<file path="config.mk">
export PLATFORM = sky130hd
export DESIGN_NAME = afcr_div_cell
export DESIGN_NICKNAME = d
export VERILOG_FILES = /design/src/sv/afcr_pkg.sv /design/src/sv/afcr_div_cell.sv
export SDC_FILE = /design/constraint.sdc
export NUM_CORES = 1
export LEC_CHECK = 0
export BUFFER_PORTS_ARGS = -buffer_cell sky130_fd_sc_hd__buf_2
export CORE_AREA = 3 3 206 208
export DETAILED_ROUTE_END_ITERATION = 16
export DIE_AREA = 0 0 209 211
export PLACE_DENSITY = 0.56
export SLEW_MARGIN = 20
export SYNTH_ARGS = -nofsm -noshare
export SYNTH_HDL_FRONTEND = slang
export SYNTH_SLANG_ARGS = --single-unit
</file>
<file path="constraint.sdc">
create_clock -name i_clk -period 8.6 [get_ports i_clk]
set_input_delay 0.43 -clock i_clk [delete_from_list [all_inputs] [get_ports i_clk]]
set_output_delay 0.43 -clock i_clk [all_outputs]
set_load 0.01 [all_outputs]
</file>
<file path="src/sv/afcr_pkg.sv">
// Package: shared codes, defaults and control types for the aspect fit/crop adjuster.
`timescale 1ns / 1ps
package afcr_pkg;

    localparam int FRAC_BITS_DEF = 16;
    localparam int RES_BITS_DEF  = 14;
    localparam int NUM_RECT      = 8;

    localparam int RIDX_W = 3;
    localparam logic [RIDX_W-1:0] IDX_DST_LEFT   = 3'd0;
    localparam logic [RIDX_W-1:0] IDX_DST_TOP    = 3'd1;
    localparam logic [RIDX_W-1:0] IDX_DST_WIDTH  = 3'd2;
    localparam logic [RIDX_W-1:0] IDX_DST_HEIGHT = 3'd3;
    localparam logic [RIDX_W-1:0] IDX_SRC_LEFT   = 3'd4;
    localparam logic [RIDX_W-1:0] IDX_SRC_TOP    = 3'd5;
    localparam logic [RIDX_W-1:0] IDX_SRC_WIDTH  = 3'd6;
    localparam logic [RIDX_W-1:0] IDX_SRC_HEIGHT = 3'd7;

    localparam int CFG_IDX_W = 3;
    localparam logic [CFG_IDX_W-1:0] CFG_SCENE_W  = 3'd0;
    localparam logic [CFG_IDX_W-1:0] CFG_SCENE_H  = 3'd1;
    localparam logic [CFG_IDX_W-1:0] CFG_SOURCE_W = 3'd2;
    localparam logic [CFG_IDX_W-1:0] CFG_SOURCE_H = 3'd3;
    localparam logic [CFG_IDX_W-1:0] CFG_MODE     = 3'd4;

    localparam logic [1:0] MODE_STRETCH = 2'd0;
    localparam logic [1:0] MODE_FIT     = 2'd1;
    localparam logic [1:0] MODE_CROP    = 2'd2;

    localparam logic [2:0] OP_NONE  = 3'd0;
    localparam logic [2:0] OP_DST_W = 3'd1;
    localparam logic [2:0] OP_DST_H = 3'd2;
    localparam logic [2:0] OP_SRC_W = 3'd3;
    localparam logic [2:0] OP_SRC_H = 3'd4;

    typedef logic [2:0] t_op;

    typedef struct packed {
        logic err;
        t_op  op;
    } t_ctl;

endpackage

</file>
<file path="src/sv/afcr_div_cell.sv">
// One restoring-division cell: resolves one quotient bit and hands the beat on.
`timescale 1ns / 1ps
module afcr_div_cell #(
    parameter int CW  = 17,
    parameter int XW  = 62,
    parameter int DW  = 45,
    parameter int BIT = 0
) (
    input  logic                i_clk,
    input  logic                i_rst_n,
    input  logic                i_v,
    output logic                o_rdy,
    input  logic [8*CW-1:0]     i_rect,
    input  afcr_pkg::t_ctl      i_ctl,
    input  logic [XW-1:0]       i_rem,
    input  logic [DW-1:0]       i_den,
    input  logic [CW-1:0]       i_q,
    input  logic                i_rdy,
    output logic                o_v,
    output logic [8*CW-1:0]     o_rect,
    output afcr_pkg::t_ctl      o_ctl,
    output logic [XW-1:0]       o_rem,
    output logic [DW-1:0]       o_den,
    output logic [CW-1:0]       o_q
);
    import afcr_pkg::*;

    logic            r_v;
    logic [8*CW-1:0] r_rect;
    t_ctl            r_ctl;
    logic [XW-1:0]   r_rem;
    logic [DW-1:0]   r_den;
    logic [CW-1:0]   r_q;
    logic [XW-1:0]   shifted;
    logic            ge;
    logic [XW-1:0]   n_rem;
    logic [CW-1:0]   n_q;

    assign shifted = XW'(i_den) << BIT;
    assign ge      = i_rem >= shifted;
    assign n_rem   = ge ? i_rem - shifted : i_rem;
    assign n_q     = i_q | (CW'(ge) << BIT);
    assign o_rdy   = !r_v || i_rdy;

    always_ff @(posedge i_clk) begin
        if (!i_rst_n) begin
            r_v <= 1'b0;
        end else if (o_rdy) begin
            r_v <= i_v;
        end
        if (o_rdy && i_v) begin
            r_rect <= i_rect;
            r_ctl  <= i_ctl;
            r_rem  <= n_rem;
            r_den  <= i_den;
            r_q    <= n_q;
        end
    end

    assign o_v    = r_v;
    assign o_rect = r_rect;
    assign o_ctl  = r_ctl;
    assign o_rem  = r_rem;
    assign o_den  = r_den;
    assign o_q    = r_q;

endmodule

</file>
==> results.cfg <==
[setup_path]
critPathMaxFanout = 34
required_ns = 8.90
critPathKind = input pin to register
crit_chain = buf_2, inv_1, ha_1, fa_1, nor2b_1, o2111ai_1, a21oi_1, o2111ai_2, nand3_2, a31oi_4, o211ai_4, buf_4, mux2_2
critPathMaxStageDelay_ns = 0.81
worstSetupStartpointType = input pin
endpoint_kind = register
worst-path-buf-inv = 3
cpMaxStageDelayCell = o211ai_4
crit_family = compound AO/OA/AOI/OAI gates
worst-r2r-setup-slack_ns = 5.99
arrival_ns = 4.34

[logic_synthesis]
synth.area.top_cells = edfxtp_1, ha_1, mux2_2
syn_area_per_cell_sq_um = 13.8
ys_warn_count = 0
synth_nets = 1189
synth_common_cells = edfxtp_1, inv_1, a21oi_1, nor2_1, nand2_1
netlist_area_sq_um = 12100
synth.most_common_cell = edfxtp_1
async_flop_share_pct = 0
yosysTopAreaCellShare_pct = 65.7
synth_edf_count = 264
yosysSeqAreaShare_pct = 65.9
synth_cells = 875
ys_types = 68
ys_seq_elements = 265
yosysTopAreaCell = edfxtp_1
synth-main-ff-cell = edfxtp_1

[sta]
tns_ns = 0
maxSlewViolCount = 0
post-route-period-util_pct = 46.9
rsz0062_at_grt = no
relSlewSlack_pct = 27.3
worst_pin_slew_ns = 1.09
clock.fmax_ghz = 0.248
setup_viol = 0
skew_ns = 0.00672
min_period_ns = 4.03
finalHoldViolCount = 0

[grt]
grt_pass1_wl_um = 62500
antenna_found_initial = 13
grt_usage_pct = 18.8
grt_pass1_vias = 9603
grt_overflow = 0
grt_max_degree = 83

[power_and_ir_drop]
power.total_mw = 3.42
power_leakage_nw = 6.99
ir_drop_mv = 0.135
power_density_nw_per_um2 = 209

[placement]
io_buffers = 533
dp_hpwl_um = 35500
globalplace.congestion = 0.837

[cts]
cts_tree = yes
postCtsHoldBufs = 0
path_clk_slew_ns = 0.06
cts_buffers = 31
worstSkewPairLatency_ns = 0.56
cts_sinks = 265
cts_buffer_depth = 3
cts_root_buffer = clkbuf_16
htree_levels = 1
cts_resized = 0
postCtsSetupBuffers = 0

[floorplan]
dieArea_sq_um = 44100
die_w_um = 209
fp-row-count = 74
initial_core_util_pct = 29.6
die_h_um = 211
io_pins = 534
core_sq_um = 40700

[run_status]
outcome = complete, no violations

[layout]
drive_above_1_share_pct = 44.5
fin_nets = 1734
area_growth_pct = 35.4

[drt]
wirelength_um = 44200
vias = 9488
drc_errors = 0
drt_iter0_markers = 550
drt-pass1-iter-count = 5
routedWlPerCell_um = 22.3
post_drt_via_cell_ratio = 4.79
final_antenna_net_count = 0

[hold_path]
min_path_type = input pin to register

[run]
max_cap_viol_count = 0
-- layout by cell type, fill, tap and decap left out, types with 3 or more instances in the layout --
cell type,count
a21boi_0,3
a21o_1,26
a21oi_1,60
a31oi_1,10
and2_1,5
and3_1,5
and4_1,3
buf_2,533
buf_4,4
clkbuf_1,8
clkbuf_16,31
clkinv_2,3
clkinvlp_4,6
diode_2,6
edfxtp_1,264
ha_1,45
inv_1,65
inv_6,3
mux2_2,36
nand2_1,47
nand2b_1,3
nand3_1,13
nand4_1,23
nor2_1,49
nor2b_1,4
nor3_1,10
nor4_1,6
o2111ai_1,5
o211ai_1,5
o21a_1,9
o21ai_0,28
o21bai_1,9
o221ai_1,3
o31ai_1,5
or3_1,8
or4_1,3
xnor2_1,41
xor2_1,15
-- final timing paths --
| path | from | endpoint | cells past startpoint |
|---|---|---|---|
| setup / recovery | i_rem[0] | o_rem[20] | 13 |
| hold / removal | i_rect[48] | o_rect[48] | 1 |
| hold reg to reg | o_v | o_v | 2 |
| setup reg to reg | o_v | o_rect[81] | 3 |
-- per-stage QoR --
step | cells | cell area [sq um] | utilization, % | worst slack (ns) | hold slack, ns
after detailed placement | 1919 | 15300 | 37.6 | 3.90 | 0.547
after floorplan | 875 | 12100 | - | 1.30 | 0.529
after global routing | 1977 | 16300 | 40.1 | 4.33 | 0.00370
final | 1982 | 16300 | 40.1 | 4.57 | 0.0386
after CTS | 1976 | 16300 | 40.1 | 4.50 | 0.00183
after global placement | 1919 | 15300 | 37.6 | 3.80 | 0.514
-- routing by layer --
metal | up-vias | GRT usage [%] | share of wire (%)
li1 | 4408 | - | -
met1 | 4586 | 22.2 | 38
met2 | 401 | 32.4 | 49
met3 | 79 | 5.94 | 8.8
met4 | 14 | 6.54 | 3.3
met5 | - | 0 | 0.22
-- registers in the layout, indices dropped and copies added, names as in the netlist --
register / cells
o_rect: 136
o_rem: 62
o_den: 45
o_q: 17
o_ctl: 4
o_v: 1
-- final cells by class --
class	instances	area [sq um]
Inverter	65	244
Antenna cell	6	15.0
Tap cell	532	666
Clock buffer	41	833
Timing Repair Buffer	537	2700
Multi-Input combinational cell	520	3780
Sequential cell	265	7950
Clock inverter	16	159
Fill cell	4029	24400
-- cells by family after synthesis --
family                   share of synthesized area, %
AO/OA/AOI/OAI                                    10.3
XOR/XNOR                                         4.34
adder cells (fa/ha/maj)                          4.83
buffers and inverters                            2.90
flip-flops                                       65.9
multiplexers                                     3.44
AND/OR/NAND/NOR                                  8.29
-- report_power, final --
group          switching, mW  internal, mW  total (mW)
logic                  0.335         0.231       0.566
registers             0.0240          1.54        1.57
clock network          0.543         0.744        1.29
total                  0.902          2.52        3.42
No activity file was read; power rests on OpenSTA's default activity.
