===== config.mk =====
export PLATFORM = sky130hd
export DESIGN_NAME = afcr_fixup
export DESIGN_NICKNAME = d
export VERILOG_FILES = /design/src/sv/afcr_pkg.sv /design/src/sv/afcr_fixup.sv
export SDC_FILE = /design/constraint.sdc
export NUM_CORES = 1
export LEC_CHECK = 0
export ABC_AREA = 1
export ABC_CLOCK_PERIOD_IN_PS = 10550
export BUFFER_PORTS_ARGS = -buffer_cell sky130_fd_sc_hd__buf_2
export CORE_UTILIZATION = 35
export DETAILED_ROUTE_END_ITERATION = 10
export MAX_ROUTING_LAYER = met4
export RECOVER_POWER = 25
export SLEW_MARGIN = 20
export SYNTH_ARGS = -nofsm -noshare
export SYNTH_HDL_FRONTEND = slang
export SYNTH_SLANG_ARGS = --single-unit

===== constraint.sdc =====
create_clock -name i_clk -period 10.55 [get_ports i_clk]
set_input_delay 0.5275 -clock i_clk [delete_from_list [all_inputs] [get_ports i_clk]]
set_output_delay 0.5275 -clock i_clk [all_outputs]
set_load 0.1 [all_outputs]

===== src/sv/afcr_pkg.sv =====
// Package: shared codes, defaults and control types for the aspect fit/crop adjuster.
`timescale 1ns / 1ps
package afcr_pkg;

    localparam int FRAC_BITS_DEF = 16;
    localparam int RES_BITS_DEF  = 14;
    localparam int NUM_RECT      = 8;

    localparam int RIDX_W = 3;
    localparam logic [RIDX_W-1:0] IDX_DST_LEFT   = 3'd0;
    localparam logic [RIDX_W-1:0] IDX_DST_TOP    = 3'd1;
    localparam logic [RIDX_W-1:0] IDX_DST_WIDTH  = 3'd2;
    localparam logic [RIDX_W-1:0] IDX_DST_HEIGHT = 3'd3;
    localparam logic [RIDX_W-1:0] IDX_SRC_LEFT   = 3'd4;
    localparam logic [RIDX_W-1:0] IDX_SRC_TOP    = 3'd5;
    localparam logic [RIDX_W-1:0] IDX_SRC_WIDTH  = 3'd6;
    localparam logic [RIDX_W-1:0] IDX_SRC_HEIGHT = 3'd7;

    localparam int CFG_IDX_W = 3;
    localparam logic [CFG_IDX_W-1:0] CFG_SCENE_W  = 3'd0;
    localparam logic [CFG_IDX_W-1:0] CFG_SCENE_H  = 3'd1;
    localparam logic [CFG_IDX_W-1:0] CFG_SOURCE_W = 3'd2;
    localparam logic [CFG_IDX_W-1:0] CFG_SOURCE_H = 3'd3;
    localparam logic [CFG_IDX_W-1:0] CFG_MODE     = 3'd4;

    localparam logic [1:0] MODE_STRETCH = 2'd0;
    localparam logic [1:0] MODE_FIT     = 2'd1;
    localparam logic [1:0] MODE_CROP    = 2'd2;

    localparam logic [2:0] OP_NONE  = 3'd0;
    localparam logic [2:0] OP_DST_W = 3'd1;
    localparam logic [2:0] OP_DST_H = 3'd2;
    localparam logic [2:0] OP_SRC_W = 3'd3;
    localparam logic [2:0] OP_SRC_H = 3'd4;

    typedef logic [2:0] t_op;

    typedef struct packed {
        logic err;
        t_op  op;
    } t_ctl;

endpackage


===== src/sv/afcr_fixup.sv =====
// Final cell: for an adjusting operation writes the new extent and centers the position; holds the result beat.
`timescale 1ns / 1ps
module afcr_fixup #(
    parameter int CW = 17
) (
    input  logic            i_clk,
    input  logic            i_rst_n,
    input  logic            i_v,
    output logic            o_rdy,
    input  logic [8*CW-1:0] i_rect,
    input  afcr_pkg::t_ctl  i_ctl,
    input  logic [CW-1:0]   i_q,
    input  logic            i_stall,
    output logic            o_v,
    output logic [8*CW-1:0] o_rect,
    output logic            o_err
);
    import afcr_pkg::*;

    localparam logic [CW:0] COORD_MAX = {1'b0, {CW{1'b1}}};

    logic            r_v;
    logic [8*CW-1:0] r_rect;
    logic            r_err;
    logic [RIDX_W-1:0] pos_idx;
    logic [RIDX_W-1:0] ext_idx;
    logic            adj;
    logic [CW-1:0]   old_pos;
    logic [CW-1:0]   old_ext;
    logic [CW:0]     diff;
    logic [CW:0]     sum;
    logic [CW-1:0]   new_pos;
    logic [8*CW-1:0] n_rect;

    always_comb begin
        adj     = 1'b1;
        pos_idx = IDX_DST_LEFT;
        ext_idx = IDX_DST_WIDTH;
        unique case (i_ctl.op)
            OP_DST_W: begin pos_idx = IDX_DST_LEFT; ext_idx = IDX_DST_WIDTH;  end
            OP_DST_H: begin pos_idx = IDX_DST_TOP;  ext_idx = IDX_DST_HEIGHT; end
            OP_SRC_W: begin pos_idx = IDX_SRC_LEFT; ext_idx = IDX_SRC_WIDTH;  end
            OP_SRC_H: begin pos_idx = IDX_SRC_TOP;  ext_idx = IDX_SRC_HEIGHT; end
            default:  adj = 1'b0;
        endcase
    end

    assign old_pos = i_rect[pos_idx*CW +: CW];
    assign old_ext = i_rect[ext_idx*CW +: CW];
    assign diff    = {1'b0, old_ext} - {1'b0, i_q};
    assign sum     = {1'b0, old_pos} + {2'b00, diff[CW-1:1]};
    assign new_pos = (diff[CW] || sum > COORD_MAX) ? COORD_MAX[CW-1:0] : sum[CW-1:0];

    always_comb begin
        n_rect = i_rect;
        if (adj) begin
            n_rect[pos_idx*CW +: CW] = new_pos;
            n_rect[ext_idx*CW +: CW] = i_q;
        end
    end

    assign o_rdy = !r_v || !i_stall;

    always_ff @(posedge i_clk) begin
        if (!i_rst_n) begin
            r_v <= 1'b0;
        end else if (o_rdy) begin
            r_v <= i_v;
        end
        if (o_rdy && i_v) begin
            r_rect <= n_rect;
            r_err  <= i_ctl.err;
        end
    end

    assign o_v    = r_v;
    assign o_rect = r_rect;
    assign o_err  = r_err;

    a_shrink: assert property (@(posedge i_clk) disable iff (!i_rst_n)
        (i_v && adj) |-> (i_q < old_ext))
        else $error("new extent not below old extent");
    a_err_pass: assert property (@(posedge i_clk) disable iff (!i_rst_n)
        (i_v && i_ctl.err) |-> !adj)
        else $error("rect adjusted on error");
    a_load: assert property (@(posedge i_clk) disable iff (!i_rst_n)
        (i_v && o_rdy) |=> r_v)
        else $error("beat lost at output");

endmodule


==> results by group <==
Global routing
  – First-pass GRT wire length: 43,600 µm
  – Largest net degree at the start of global routing: 73
  – Tot GR Track Use: 22.1%
  – Vias in the first global route: 8,163
  – Initial antenna violation count: 1
  – Total congestion overflow: 0

Synth
  – Synth Flop Type: edfxtp_1
  – Syn nets: 1,319
  – Post-synth EDFFs: 137
  – Syn_area_per_cell: 8.04 µm²
  – Yosys top cell by area: edfxtp_1
  – YS warnings: 0
  – Sequential area share after synthesis: 45.8%
  – Largest cells by area after synthesis: edfxtp_1, nand2_1, inv_1
  – Post-synth top area share: 45.5%
  – Most common cell in the synthesized netlist: nand2_1
  – Cell variety after synth: 37
  – Asr flop ratio synth: 0%
  – Post-Syn Instances: 1,124
  – Mapped Area: 9030 µm²
  – Post-synth top cells: nand2_1, inv_1, edfxtp_1, o21ai_0, nand4_1
  – Synth Register Bits: 138

Timing
  – Rel. slew slack: -173%
  – RSZ-0062 raised after global routing: false
  – Clk_skew: 0.0118 ns
  – Minimum clock period: 6.74 ns
  – Hold Violations, Final: 0
  – Total negative slack: 0 ns
  – Pins Over Slew Limit: 208
  – Setup-failing EPs final: 0
  – Max frequency: 148 MHz
  – Setup WS post-layout: 3.81 ns
  – Slew @ Worst Pin: 4.09 ns
  – Worst hold slack: 0.276 ns
  – Final period util: 63.9%

Routing
  – Routed via count: 8,555
  – Vias per cell: 4.91
  – DRT iter0 DRCs: 748
  – DRC violations left: 0
  – Routed WL: 28,500 µm
  – Wire per inst: 16.4 µm
  – Length of the first detailed-routing pass in iterations: 6
  – Post-route antenna net violation count: 0

Finish
  – Final core utilization: 45.1%
  – Post-route design area: 11,400 µm²
  – Layout Nets: 1,592
  – Total of fill cells in the finished design: 2,556
  – Synth-to-Final Area Change: 26.1%
  – Share of cells above drive strength 1: 26.7%

Setup path
  – CP max stage delay: 2.26 ns
  – WS Path Type: input pin to register
  – Crit path top cell by count: nand2_1
  – Worst-path maximum fanout: 68
  – Crit path required time: 10.74 ns
  – Critical Path Source Type: input pin
  – CP cell instances: clkbuf_1 > nand3_4 > clkbuf_1 > inv_2 > a221oi_1 > ha_1 > nand2_1 > inv_1 > nand2_1 > nand2_1 > inv_1 > nand3_1 > nand2_1 > nor2_1 > nor2_4 > buf_4 > nand4_1 > nand2_1 > inv_1
  – Slowest CP cell: clkbuf_1
  – Crit path DAT: 6.93 ns
  – Critical Path End Type: register
  – Worst r2r path cells: 2

Power
  – Peak VDD IR: 0.0854 mV
  – Pwr Density: 205 nW/µm²
  – Static Leak: 5.75 nW

CTS
  – Htree depth: 4
  – CTS tree: built
  – # Post-CTS Setup Buffers: 0
  – Max Root-Sink Buffers: 2
  – # hold bufs at CTS: 0
  – # clock sinks: 138
  – Clk root buf: clkbuf_16
  – Clk slew on worst S/H paths: 0.06 ns
  – Clock Latency Late Sink: 0.42 ns
  – Post-CTS sizing: 0
  – TritonCTS buffer count: 17

Place
  – Dpl ws: 4.57 ns
  – Area after DPL: 10,800 µm²
  – I/O Buffers: 299
  – Final Wtd Congestion: 0.873
  – Dpl hpwl: 21,500 µm

Die
  – Full die area: 26,500 µm²
  – Placeable Area: 25,300 µm²
  – Die W: 163 µm
  – Die Y: 163 µm
  – Io pins: 300
  – Row count: 58
  – Initial Util: 35.8%

Flow run
  – Max-cap viol count: 3

Status
  – Violated checks: capacitance limit, slew limit
  – Run status: complete, but fails checks

Worst hold path
  – Hold Path Class: input pin to register
  – Worst hold stages: 1
-- through the flow --
stage	cells	total power [W]
after floorplan	1124	0.00145
after global placement	1708	0.00166
after detailed placement	1708	0.00166
after CTS	1740	0.00235
after global routing	1741	0.00246
final	1741	0.00234
-- per-layer routing --
layer	track usage, %	share of wire, %	vias to the layer above
met2	36.6	50	293
met1	28.2	44	3925
met4	6.03	1.5	0
met5	-	0	-
met3	3.11	5.0	32
li1	-	-	4305
-- final timing paths --
kind              slack (ns)  startpoint    endpoint
setup / recovery        3.81    i_ctl[1]  o_rect[13]
hold / removal          0.28    i_ctl[3]       o_err
setup reg to reg        6.59         o_v  o_rect[28]
hold reg to reg         0.50         o_v         o_v
-- worst max-delay path: cells and delay by family --
kind	cells	cell delay, ns
compound gates	1	0.72
buf+inv	7	4.18
simple gates	10	1.08
fa+ha+maj	1	0.37
-- cell usage in the layout (no fill, tap or decap), types with 7 or more instances in the layout --
cell type,Yosys,final
a21oi_1,30,30
a221oi_1,15,15
buf_2,12,298
clkbuf_1,27,7
clkbuf_16,0,17
edfxtp_1,137,137
ha_1,32,32
inv_1,180,179
nand2_1,312,311
nand3_1,26,26
nand4_1,70,70
nor2_1,55,56
nor3_1,18,18
o21ai_0,75,75
o22ai_1,32,32
or2_2,31,31
xnor2_1,10,10
xor2_1,11,11
-- where the power goes --
part	total, W	leakage, nW	internal [W]	switching (W)
Sequential	0.000676	1.33	0.000663	0.0000129
Clock	0.000684	0.318	0.000444	0.000240
Combinational	0.000980	4.10	0.000230	0.000750
Total	0.00234	5.75	0.00134	0.00100
-- sequential cells by signal (all words and copies together), names as in the netlist --
name    cells
o_v         1
o_rect    136
o_err       1
-- layout make-up --
type | count | area, µm² | share of cell area (%)
Antenna cell | 1 | 2.50 | 0.0220
Multi-Input combinational cell | 749 | 3940 | 34.6
Clock inverter | 12 | 224 | 1.97
Inverter | 183 | 689 | 6.05
Sequential cell | 138 | 4130 | 36.3
Clock buffer | 20 | 437 | 3.83
Tap cell | 330 | 413 | 3.62
Timing Repair Buffer | 308 | 1550 | 13.6
-- kinds of logic after synthesis --
| kind of cell | count (synthesis) | synth area share [%] |
|---|---|---|
| AOI/OAI and AO/OA | 158 | 9.94 |
| xor gates and xnor gates | 21 | 2.04 |
| adders and majority gates | 34 | 4.87 |
| buffers and inverters | 237 | 10.6 |
| DFF | 138 | 45.8 |
| and+or+nand+nor | 536 | 26.8 |
(Power assumes the default switching activity.)
